File: src/hw/rtl/lsmc_pkg.sv
package lsmc_pkg;

    localparam int MAX_PATTERN_DEF = 8;
    localparam int COUNT_WIDTH_DEF = 32;
    localparam int VALUE_WIDTH     = 32;
    localparam int PATTERN_BYTES   = 8;
    localparam int PATTERN_WIDTH   = 8 * PATTERN_BYTES;
    localparam int LEN_WIDTH       = 4;
    localparam int BYTE_IDX_WIDTH  = $clog2(PATTERN_BYTES);

    localparam logic [7:0] CHAR_SPACE   = 8'd32;
    localparam logic [7:0] CHAR_NEWLINE = 8'd10;

    localparam logic REG_PATTERN_BYTES  = 1'b0;
    localparam logic REG_PATTERN_LENGTH = 1'b1;

    typedef struct packed {
        logic                   is_total;
        logic [VALUE_WIDTH-1:0] value;
        logic                   last;
    } result_t;

    typedef struct packed {
        logic [1:0] n;
        result_t    first;
        result_t    second;
    } push_t;

endpackage

File: src/hw/rtl/lsmc_cell.sv
module lsmc_cell (
    input  logic       aclk,
    input  logic       aresetn,
    input  logic       shift,
    input  logic       clear,
    input  logic       used,
    input  logic [7:0] want,
    input  logic [7:0] byte_in,
    output logic [7:0] byte_out,
    output logic       hit
);

    logic [7:0] byte_reg;
    logic [7:0] byte_next;

    always_comb begin
        byte_next = byte_reg;
        if (clear) begin
            byte_next = '0;
        end else if (shift) begin
            byte_next = byte_in;
        end
    end

    always_ff @(posedge aclk) begin
        if (!aresetn) begin
            byte_reg <= '0;
        end else begin
            byte_reg <= byte_next;
        end
    end

    // compare the byte that enters this position on the current shift
    assign hit      = !used || (byte_in == want);
    assign byte_out = byte_reg;

endmodule

File: src/hw/rtl/lsmc_result_fifo.sv
module lsmc_result_fifo (
    input  logic                   aclk,
    input  logic                   aresetn,
    input  lsmc_pkg::push_t        push,
    output logic                   room,
    output logic                   m_tvalid,
    input  logic                   m_tready,
    output lsmc_pkg::result_t      head
);

    localparam int DEPTH = 4;
    localparam int PW    = $clog2(DEPTH);
    localparam int CW    = $clog2(DEPTH + 1);

    lsmc_pkg::result_t mem [DEPTH];

    logic [PW-1:0] wptr_reg, wptr_next;
    logic [PW-1:0] rptr_reg, rptr_next;
    logic [CW-1:0] count_reg, count_next;
    logic          pop;

    assign pop      = m_tvalid && m_tready;
    assign m_tvalid = (count_reg != '0);
    assign head     = mem[rptr_reg];
    assign room     = (count_reg <= CW'(DEPTH - 2));

    always_comb begin
        wptr_next  = wptr_reg + PW'(push.n);
        rptr_next  = rptr_reg + PW'(pop);
        count_next = count_reg + CW'(push.n) - CW'(pop);
    end

    always_ff @(posedge aclk) begin
        if (push.n != 2'd0) begin
            mem[wptr_reg] <= push.first;
        end
        if (push.n == 2'd2) begin
            mem[wptr_reg + PW'(1)] <= push.second;
        end
    end

    always_ff @(posedge aclk) begin
        if (!aresetn) begin
            wptr_reg  <= '0;
            rptr_reg  <= '0;
            count_reg <= '0;
        end else begin
            wptr_reg  <= wptr_next;
            rptr_reg  <= rptr_next;
            count_reg <= count_next;
        end
    end

endmodule

File: src/hw/rtl/line_substring_match_counter.sv
// Fixed-string line matcher: text enters one byte per transaction on the s_ stream
// (s_tuser high marks end of file, s_tdata ignored) and the block takes one byte every
// cycle while its result queue has room (s_tready high). The last
// MAX_PATTERN bytes sit in a row of shift cells, each comparing its incoming byte
// with its pattern byte, so a match is known in the cycle the byte arrives. Each
// matching line gives its 1-based line number on the m_ stream (m_tuser low); an
// end-of-file transaction closes an open line and then gives the count of words that
// contain the pattern (m_tuser high, m_tlast high), after which the block starts a
// new file. A four-entry result queue decouples the output; s_tready drops only while
// it holds more than two results. The user must write the cfg_ channel (index 0
// pattern bytes, index 1 pattern length) only while idle; the block does not check.
module line_substring_match_counter #(
    parameter int MAX_PATTERN = lsmc_pkg::MAX_PATTERN_DEF,
    parameter int COUNT_WIDTH = lsmc_pkg::COUNT_WIDTH_DEF
) (
    input  logic        aclk,
    input  logic        aresetn,
    input  logic        s_tvalid,
    output logic        s_tready,
    input  logic [7:0]  s_tdata,   // text_byte
    input  logic        s_tuser,   // end_of_file
    output logic        m_tvalid,
    input  logic        m_tready,
    output logic [31:0] m_tdata,   // value
    output logic        m_tuser,   // is_total
    output logic        m_tlast,   // last
    input  logic        cfg_valid,
    output logic        cfg_ready,
    input  logic        cfg_index,
    input  logic [63:0] cfg_data
);

    localparam int LW = lsmc_pkg::LEN_WIDTH;
    localparam int BW = $clog2(MAX_PATTERN + 1);
    localparam int IW = lsmc_pkg::BYTE_IDX_WIDTH;
    localparam int VW = lsmc_pkg::VALUE_WIDTH;

    logic [lsmc_pkg::PATTERN_WIDTH-1:0] pattern_reg;
    logic [LW-1:0]                      plen_reg;

    logic [BW-1:0]          bil_reg, bil_next;
    logic [BW-1:0]          biw_reg, biw_next;
    logic                   lhm_reg, lhm_next;
    logic                   whm_reg, whm_next;
    logic                   open_reg, open_next;
    logic [COUNT_WIDTH-1:0] lines_reg, lines_next;
    logic [COUNT_WIDTH-1:0] total_reg, total_next;

    logic [LW-1:0]          len;
    logic                   accept;
    logic                   shift;
    logic                   clear;
    logic                   match;
    logic                   room;
    logic [COUNT_WIDTH-1:0] lines_inc;
    logic [COUNT_WIDTH-1:0] total_inc;
    logic [VW-1:0]          total_val;
    logic [VW-1:0]          lines_inc_val;
    lsmc_pkg::push_t        push;
    lsmc_pkg::result_t      head;

    logic [7:0]       win  [MAX_PATTERN];
    logic [7:0]       want [MAX_PATTERN];
    logic [MAX_PATTERN-1:0] used;
    logic [MAX_PATTERN-1:0] hit;

    assign cfg_ready = 1'b1;

    always_ff @(posedge aclk) begin
        if (!aresetn) begin
            pattern_reg <= '0;
            plen_reg    <= LW'(1);
        end else if (cfg_valid && cfg_ready) begin
            case (cfg_index)
                lsmc_pkg::REG_PATTERN_BYTES:  pattern_reg <= cfg_data;
                lsmc_pkg::REG_PATTERN_LENGTH: plen_reg    <= cfg_data[LW-1:0];
                default: ;
            endcase
        end
    end

    always_comb begin
        if (plen_reg == '0) begin
            len = LW'(1);
        end else if (plen_reg > LW'(MAX_PATTERN)) begin
            len = LW'(MAX_PATTERN);
        end else begin
            len = plen_reg;
        end
    end

    assign s_tready = room;
    assign accept   = s_tvalid && s_tready;
    assign shift    = accept && !s_tuser;
    assign clear    = accept && s_tuser;

    // cell k holds the byte of age k and checks it against pattern byte len-1-k
    for (genvar k = 0; k < MAX_PATTERN; k++) begin : g_cell
        logic [LW-1:0] pos;
        assign used[k] = (LW'(k) < len);
        assign pos     = len - LW'(1) - LW'(k);
        assign want[k] = pattern_reg[8 * pos[IW-1:0] +: 8];

        lsmc_cell u_cell (
            .aclk     (aclk),
            .aresetn  (aresetn),
            .shift    (shift),
            .clear    (clear),
            .used     (used[k]),
            .want     (want[k]),
            .byte_in  ((k == 0) ? s_tdata : win[(k == 0) ? 0 : k - 1]),
            .byte_out (win[k]),
            .hit      (hit[k])
        );
    end

    assign match = &hit;

    assign lines_inc = (lines_reg == '1) ? lines_reg : lines_reg + COUNT_WIDTH'(1);
    assign total_inc = (total_reg == '1) ? total_reg : total_reg + COUNT_WIDTH'(1);

    assign lines_inc_val = VW'(64'(lines_inc));
    assign total_val     = VW'(64'(total_reg));

    always_comb begin
        bil_next   = bil_reg;
        biw_next   = biw_reg;
        lhm_next   = lhm_reg;
        whm_next   = whm_reg;
        open_next  = open_reg;
        lines_next = lines_reg;
        total_next = total_reg;
        push       = '0;

        if (clear) begin
            if (open_reg && lhm_reg) begin
                push.n      = 2'd2;
                push.first  = '{is_total: 1'b0, value: lines_inc_val, last: 1'b0};
                push.second = '{is_total: 1'b1, value: total_val, last: 1'b1};
            end else begin
                push.n      = 2'd1;
                push.first  = '{is_total: 1'b1, value: total_val, last: 1'b1};
            end
            bil_next   = '0;
            biw_next   = '0;
            lhm_next   = 1'b0;
            whm_next   = 1'b0;
            open_next  = 1'b0;
            lines_next = '0;
            total_next = '0;
        end else if (shift) begin
            open_next = 1'b1;
            if (bil_reg != BW'(MAX_PATTERN)) begin
                bil_next = bil_reg + BW'(1);
            end
            if (s_tdata == lsmc_pkg::CHAR_SPACE) begin
                biw_next = '0;
                whm_next = 1'b0;
            end else if (biw_reg != BW'(MAX_PATTERN)) begin
                biw_next = biw_reg + BW'(1);
            end

            if (match) begin
                if (LW'(bil_next) >= len) begin
                    lhm_next = 1'b1;
                end
                if ((LW'(biw_next) >= len) && !whm_next) begin
                    whm_next   = 1'b1;
                    total_next = total_inc;
                end
            end

            if (s_tdata == lsmc_pkg::CHAR_NEWLINE) begin
                lines_next = lines_inc;
                if (lhm_next) begin
                    push.n     = 2'd1;
                    push.first = '{is_total: 1'b0, value: lines_inc_val, last: 1'b1};
                end
                bil_next  = '0;
                biw_next  = '0;
                lhm_next  = 1'b0;
                whm_next  = 1'b0;
                open_next = 1'b0;
            end
        end
    end

    always_ff @(posedge aclk) begin
        if (!aresetn) begin
            bil_reg   <= '0;
            biw_reg   <= '0;
            lhm_reg   <= 1'b0;
            whm_reg   <= 1'b0;
            open_reg  <= 1'b0;
            lines_reg <= '0;
            total_reg <= '0;
        end else begin
            bil_reg   <= bil_next;
            biw_reg   <= biw_next;
            lhm_reg   <= lhm_next;
            whm_reg   <= whm_next;
            open_reg  <= open_next;
            lines_reg <= lines_next;
            total_reg <= total_next;
        end
    end

    lsmc_result_fifo u_fifo (
        .aclk     (aclk),
        .aresetn  (aresetn),
        .push     (push),
        .room     (room),
        .m_tvalid (m_tvalid),
        .m_tready (m_tready),
        .head     (head)
    );

    assign m_tdata = head.value;
    assign m_tuser = head.is_total;
    assign m_tlast = head.last;

endmodule

File: config.mk
export PLATFORM = sky130hd
export DESIGN_NAME = line_substring_match_counter
export DESIGN_NICKNAME = d
export VERILOG_FILES = /design/src/hw/rtl/lsmc_pkg.sv /design/src/hw/rtl/lsmc_cell.sv /design/src/hw/rtl/lsmc_result_fifo.sv /design/src/hw/rtl/line_substring_match_counter.sv
export SDC_FILE = /design/constraint.sdc
export NUM_CORES = 1
export LEC_CHECK = 0
export BUFFER_PORTS_ARGS = -buffer_cell sky130_fd_sc_hd__buf_2
export CAP_MARGIN = 30
export CELL_PAD_IN_SITES_DETAIL_PLACEMENT = 1
export CELL_PAD_IN_SITES_GLOBAL_PLACEMENT = 1
export CORE_MARGIN = 4
export CORE_UTILIZATION = 50
export CTS_BUF_LIST = sky130_fd_sc_hd__clkbuf_8
export CTS_CLUSTER_SIZE = 25
export DETAILED_ROUTE_END_ITERATION = 10
export HOLD_SLACK_MARGIN = 0.03
export PLACE_DENSITY = 0.84
export SYNTH_ARGS = -nofsm -noshare
export SYNTH_HDL_FRONTEND = slang
export SYNTH_SLANG_ARGS = --single-unit
File: constraint.sdc
create_clock -name aclk -period 9.2 [get_ports aclk]
set_clock_uncertainty 0.15 [all_clocks]
set_input_delay 0.92 -clock aclk [delete_from_list [all_inputs] [get_ports aclk]]
set_output_delay 0.92 -clock aclk [all_outputs]
set_load 0.01 [all_outputs]
==> run summary, run 1 <==
status -> finished, final reports clean
post-synthesis cell area -> 20490 sq um
antenna-violating nets left -> 0
Psw -> 0.001279 W
Ys Warns -> 0
worst min-delay path category -> flip-flop to flip-flop
Clk pin slew, worst setup/hold paths -> 60 ps
vias per cell -> 6.592
Yosys cell types -> 80
Fin. Hold Viols -> 0
Setup TNS Final -> 0 ps
Die Ht -> 210.4 microns
Power Internal -> 0.002710 W
Worst Path Buf+Inv -> 4
post-CTS resize count -> 0
Yosys reg bits -> 342
worst vdd ir -> 0.1919 mV
Switching Fraction -> 32.06%
DRT Pass-1 Iters -> 5
clk buf depth -> 3
Placer Congestion -> 0.9934
final hold slack -> 325.2 ps
Syn Area/Cell -> 9.129 sq um
share of layout cells above drive strength 1 -> 14.97%
kind of critical path -> flip-flop to flip-flop
first-pass GRT wire length -> 115500 microns
Routed WL per cell -> 26.91 microns
total track usage -> 33.64%
worst-margin pin slew -> 1055 ps
n_diodes -> 0
wirelength, routed -> 76680 microns
sequential share of the synthesized area -> 40.07%
TritonCTS Buffers -> 57
fin util -> 56.35%
top cells by count, synth -> 346 x nand2_1, 206 x dfxtp_1, 136 x edfxtp_1, 133 x clkbuf_1, 119 x a21oi_1
RSZ-0062 raised after global routing -> no
Mapped Cells -> 2244
final worst-path cycle share -> 80.69%
Adder-Cell Fraction of Synth Area -> 1.319%
antenna violations before repair -> 1
initial core utilization -> 51.09%
H-tree levels -> 2
TritonCTS clock tree -> built
# Post-CTS Setup Buffers -> 0
Leak -> 7.983 nW
Comb pwr share -> 21.3%
r2r setup slk -> 1780 ps
Clock Latency Late Sink -> 690 ps
Max Cap Viol -> 0
largest family of logic cells by synthesized area -> simple AND/OR/NAND/NOR gates
total number of vias -> 18780
Rel. slew slack -> 29.53%
grt total ovfl -> 0
CTS Hold Bufs -> 0
simple-gate portion of the synthesized area -> 20.41%
PortBufs -> 114
slowest stage delay, CP -> 940 ps
largest fanout on the critical path -> 38
clock share of power -> 36.0%
synth top area cells -> dfxtp_1 20%, edfxtp_1 20%, mux4_2 6.7%
Seq pwr share -> 42.7%
Slowest cell on crit path -> ha_1
Syn Nets -> 2344
Synth async-reset ratio -> 0%
CP Cell Sequence -> buf_4, o21ba_4, nor2_8, inv_2, ha_1, inv_1, mux4_2, xnor2_1, a211oi_1, a41oi_1, o22a_1, o41ai_4, nand2_1, o21ai_4, buf_4
top_reg_cell synth -> dfxtp_1
startpoint types -> flip-flop
Layout Nets -> 2375
Post-synth EDFFs -> 136
maximum number of pins on one net before global-route repair -> 97
post-synth top area cell -> dfxtp_1
Post-Synth XOR/XNOR Area -> 5.387%
Fmax -> 134.7 MHz
Compound-Gate Fraction of Synth Area -> 16.01%
mux cell area share after synthesis -> 12.65%
max reg flops -> 136
IO Pins -> 116
post-synth top area share -> 20.13%
top cell family by delay on the critical path -> compound AO/OA/AOI/OAI gates
Critical Path End Type -> flip-flop
Initial DRC Count -> 1911
most common cell in the netlist -> nand2_1
Slew Limit Fails -> 0
Final HPWL DP -> 53630 microns
pwr dens -> 176.5 nW/um^2
Final Critical Period -> 7424 ps
# rows -> 73
die area -> 44270 sq um
die span in x -> 210.4 microns
final setup fails -> 0
Top cell by count, worst path -> buf_4
vias in the first global route -> 19070
CTS root buf -> clkbuf_8
worst path required time -> 9400 ps
area grow syn2layout -> 10.30%
CTS sink cnt -> 342
Critical Path AT -> 7630 ps
total core area -> 40100 sq um
DRC -> 0
[cell type report]
| type | count | area (sq um) |
|---|---|---|
| clock buffers | 60 | 825.8 |
| fillers | 4625 | 17500 |
| clock inverters | 48 | 362.8 |
| multi-input cells | 1686 | 11540 |
| inverters | 41 | 153.9 |
| well taps | 525 | 656.9 |
| repair buffers | 147 | 845.8 |
| flip-flops and latches | 342 | 8213 |
[stage by stage]
step                      std cells  total power, W  cell area (sq um)  worst slack [ps]
after floorplan                2244        0.002255              20490              1603
after CTS                      2848        0.003991              22580              1798
after global routing           2849        0.004139              22600              1389
after detailed placement       2740        0.002563              21390              1798
final                          2849        0.003989              22600              1776
after global placement         2739        0.002533              21370              2081
[metal layers]
layer  part of all wire [%]  vias up  GRT usage, %
li1                       -     8214             -
met1                     41     9407         46.01
met2                     45      953         52.52
met3                     10      206         8.722
met4                    3.4        0         11.22
met5                      0        -             0
[worst min-delay path, stage by stage, from the launching register on]
cell and delay, ps:
dfxtp_1 320, nand2_1 60, a21oi_1 50
[power groups by stage]
stage                     Sequential, W  Clock, W  Combinational, W
after global routing            0.00171   0.00152          0.000908
final                           0.00171   0.00143          0.000849
after detailed placement        0.00174         0          0.000823
after CTS                       0.00171   0.00145          0.000830
after floorplan                 0.00168         0          0.000573
after global placement          0.00173         0          0.000798
[cell families after synthesis]
logic type      count (synthesis)
compound gates                511
xor+xnor                      126
fa+ha+maj                      21
buf+inv                       216
flops                         342
mux                           181
other cells                     1
simple gates                  846
[final timing paths]
| path | from | end | cells past startpoint |
|---|---|---|---|
| setup reg to reg | plen_reg[1]$_SDFFE_PN0P_ | u_fifo.mem[0][23]$_DFFE_PP_ | 15 |
| hold reg to reg | whm_reg$_SDFFE_PP0P_ | whm_reg$_SDFFE_PP0P_ | 2 |
| setup / recovery | plen_reg[1]$_SDFFE_PN0P_ | u_fifo.mem[0][23]$_DFFE_PP_ | 15 |
| hold / removal | whm_reg$_SDFFE_PP0P_ | whm_reg$_SDFFE_PP0P_ | 2 |
[layout by cell type (no fill, tap or decap), types with 19 or more instances in the layout]
cell and n:
o22ai_1 35, and3_1 69, edfxtp_1 136, ha_1 20
xor2_1 44, nor2b_1 67, a21oi_1 116, o21ai_0 42
or3_1 25, clkinv_2 21, mux2i_1 106, nand4_1 19
nand2b_1 41, nand2_1 342, o21ai_1 91, buf_2 113
and2_1 21, inv_1 53, xnor2_1 80, nand3_1 46
nor2_1 107, buf_4 32, a21boi_0 69, clkbuf_8 60
dfxtp_1 202, mux4_2 61, nor3_1 30
No activity file was read; power rests on OpenSTA's default activity.
==> run 2, diff against run 1 <==
--- a/config.mk
+++ b/config.mk
@@ -5,17 +5,18 @@
 export SDC_FILE = /design/constraint.sdc
 export NUM_CORES = 1
 export LEC_CHECK = 0
+export ABC_AREA = 1
 export BUFFER_PORTS_ARGS = -buffer_cell sky130_fd_sc_hd__buf_2
 export CAP_MARGIN = 30
 export CELL_PAD_IN_SITES_DETAIL_PLACEMENT = 1
 export CELL_PAD_IN_SITES_GLOBAL_PLACEMENT = 1
 export CORE_MARGIN = 4
-export CORE_UTILIZATION = 50
+export CORE_UTILIZATION = 46
 export CTS_BUF_LIST = sky130_fd_sc_hd__clkbuf_8
 export CTS_CLUSTER_SIZE = 25
 export DETAILED_ROUTE_END_ITERATION = 10
 export HOLD_SLACK_MARGIN = 0.03
-export PLACE_DENSITY = 0.84
+export PLACE_DENSITY = 0.83
 export SYNTH_ARGS = -nofsm -noshare
 export SYNTH_HDL_FRONTEND = slang
 export SYNTH_SLANG_ARGS = --single-unit
==> constraint.sdc (replaced) <==
create_clock -name aclk -period 7.4 [get_ports aclk]
set_clock_uncertainty 0.15 [all_clocks]
set_input_delay 0.74 -clock aclk [delete_from_list [all_inputs] [get_ports aclk]]
set_output_delay 0.74 -clock aclk [all_outputs]
set_load 0.01 [all_outputs]
==> run summary, run 2 <==
antenna violations before repair -> 4
crit path launch -> plen_reg[3]$_SDFFE_PN0P_
Critical Path AT -> 6000 ps
synth top area cells -> dfxtp_1 19%, edfxtp_1 19%, nand2_1 18%
max reg flops -> 136
Yosys cell types -> 47
sequential share of the synthesized area -> 38.74%
Slew Limit Fails -> 0
Rel. slew slack -> 38.01%
# Post-CTS Setup Buffers -> 0
Setup TNS Final -> 0 ps
Initial DRC Count -> 2087
total core area -> 45480 sq um
Mapped Cells -> 3132
most common cell after layout, fill and taps aside -> nand2_1
TritonCTS Buffers -> 59
RR Startpoint -> plen_reg[3]$_SDFFE_PN0P_
H-tree levels -> 2
die span in x -> 222.6 microns
post-CTS resize count -> 0
pre-CTS setup slack -> 1926 ps
Post-synth EDFFs -> 136
count of cells along the worst hold path -> 3
vias in the first global route -> 22540
Tot Pwr -> 0.005564 W
worst path required time -> 7850 ps
Hold Startpoint -> cfg_data[63]
top_reg_cell synth -> dfxtp_1
setup ws final -> 1852 ps
RSZ-0062 raised after global routing -> no
area grow syn2layout -> 9.591%
maximum number of pins on one net before global-route repair -> 95
Final Critical Period -> 5548 ps
CTS Hold Bufs -> 0
total number of vias -> 22270
largest fanout on the critical path -> 34
TritonCTS clock tree -> built
Synth async-reset ratio -> 0%
final setup fails -> 0
Fin. Hold Viols -> 0
share of layout cells above drive strength 1 -> 10.90%
kind of critical path -> flip-flop to flip-flop
CTS sink cnt -> 342
antenna-violating nets left -> 0
Clock Latency Late Sink -> 700 ps
PortBufs -> 114
Top cell by count, worst path -> nand2_1
Max Cap Viol -> 0
final worst-path cycle share -> 74.97%
initial core utilization -> 46.58%
DRC -> 0
Placer Congestion -> 1.017
clk buf depth -> 3
post-synth top area share -> 19.47%
most common cell in the netlist -> nand2_1
vias per cell -> 5.856
worst-margin pin slew -> 920.2 ps
Routed WL per cell -> 22.93 microns
worst min-delay path category -> input port to flip-flop
Slowest cell on crit path -> dfxtp_1
startpoint types -> flip-flop
first-pass GRT wire length -> 132800 microns
Yosys reg bits -> 342
total track usage -> 34.14%
# rows -> 78
post-synthesis cell area -> 21190 sq um
Syn Nets -> 3232
CTS root buf -> clkbuf_8
Layout Nets -> 3251
IO Pins -> 116
reg2reg path depth -> 28
Critical Path End Type -> flip-flop
Fmax -> 180.3 MHz
Clk pin slew, worst setup/hold paths -> 70 ps
Leak -> 10.26 nW
worst vdd ir -> 0.3182 mV
Syn Area/Cell -> 6.764 sq um
Final HPWL DP -> 62420 microns
most frequent cells in the layout -> 1019 x nand2_1, 397 x nand3_1, 232 x inv_1
top cells by count, synth -> 1020 x nand2_1, 397 x nand3_1, 227 x nor2_1, 219 x inv_1, 206 x dfxtp_1
die area -> 49550 sq um
DRT Pass-1 Iters -> 6
slowest stage delay, CP -> 690 ps
Ys Warns -> 0
status -> finished, final reports clean
wirelength, routed -> 87190 microns
pwr dens -> 239.7 nW/um^2
grt total ovfl -> 0
post-synth top area cell -> dfxtp_1
Die Ht -> 222.6 microns
## run 2: cell types whose count changed after synthesis, moves of 62 or more
| cell | before | now |
|---|---|---|
| a21boi_0 | 69 | 1 |
| a21oi_1 | 119 | 181 |
| and3_1 | 69 | 1 |
| inv_1 | 38 | 219 |
| mux2i_1 | 106 | 0 |
| nand2_1 | 346 | 1020 |
| nand3_1 | 46 | 397 |
| nor2_1 | 108 | 227 |
| nor2b_1 | 68 | 0 |
| o21ai_0 | 44 | 198 |
| o21ai_1 | 92 | 0 |
| xnor2_1 | 82 | 18 |
## run 2: metrics by stage
stage | cell area, sq um | utilization [%] | instances | hold WS, ps
6_report | 23220 | 51.05 | 3803 | 112.9
5_1_grt | 23220 | 51.05 | 3803 | 109.5
3_5_place_dp | 21930 | 48.23 | 3688 | 315.2
3_3_place_gp | 21930 | 48.22 | 3687 | 304.9
4_1_cts | 23200 | 51.01 | 3799 | 81.92
2_1_floorplan | 21190 | - | 3132 | 294.1
## run 2: logic make-up after synthesis
| family | Yosys count | share of synthesized area, % |
|---|---|---|
| flops | 342 | 38.74 |
| simple gates | 1821 | 37.55 |
| buf+inv | 433 | 8.457 |
| compound gates | 450 | 11.31 |
| other cells | 1 | 0.01770 |
| fa+ha+maj | 21 | 1.276 |
| xor+xnor | 64 | 2.646 |
## run 2: critical path, delay by kind of cell (launching register included)
| kind | cells | cell delay (ps) |
|---|---|---|
| flops | 1 | 690 |
| xor+xnor | 1 | 170 |
| buf+inv | 7 | 1470 |
| simple gates | 17 | 2140 |
| fa+ha+maj | 3 | 780 |
## run 2: path summary, 6_finish.rpt
kind / endpoint / slack [ps]
worst max-delay path: u_fifo.count_reg[2]$_SDFF_PN0_ / 1850
worst min-delay path: pattern_reg[63]$_SDFFE_PN0P_ / 110
worst max register to register: u_fifo.count_reg[2]$_SDFF_PN0_ / 1850
worst min register to register: whm_reg$_SDFFE_PP0P_ / 320
## run 2: cell type report
cell class,instances,area (sq um)
inverter,230,867.1
tap,600,750.7
clock inverter,48,396.6
sequential,342,8209
timing repair buffer,161,920.9
clock buffer,63,867.1
fill,5994,22260
antenna,2,5.005
multi-input combinational,2357,11200
## run 2: routing by layer
layer	share of wire (%)	vias up	track usage, %	routed length [microns]
li1	-	10370	-	-
met1	45	10890	49.85	39240
met2	42	874	49.26	36430
met3	11	135	9.605	9344
met4	2.5	4	10.04	2146
met5	0.026	-	0	23
## run 2: power breakdown
| part | switching, W | internal [W] | leakage (nW) |
|---|---|---|---|
| clock network | 0.000865 | 0.00104 | 0.702 |
| registers | 0.0000847 | 0.00206 | 2.96 |
| logic | 0.00108 | 0.000439 | 6.60 |
| total | 0.00203 | 0.00353 | 10.3 |
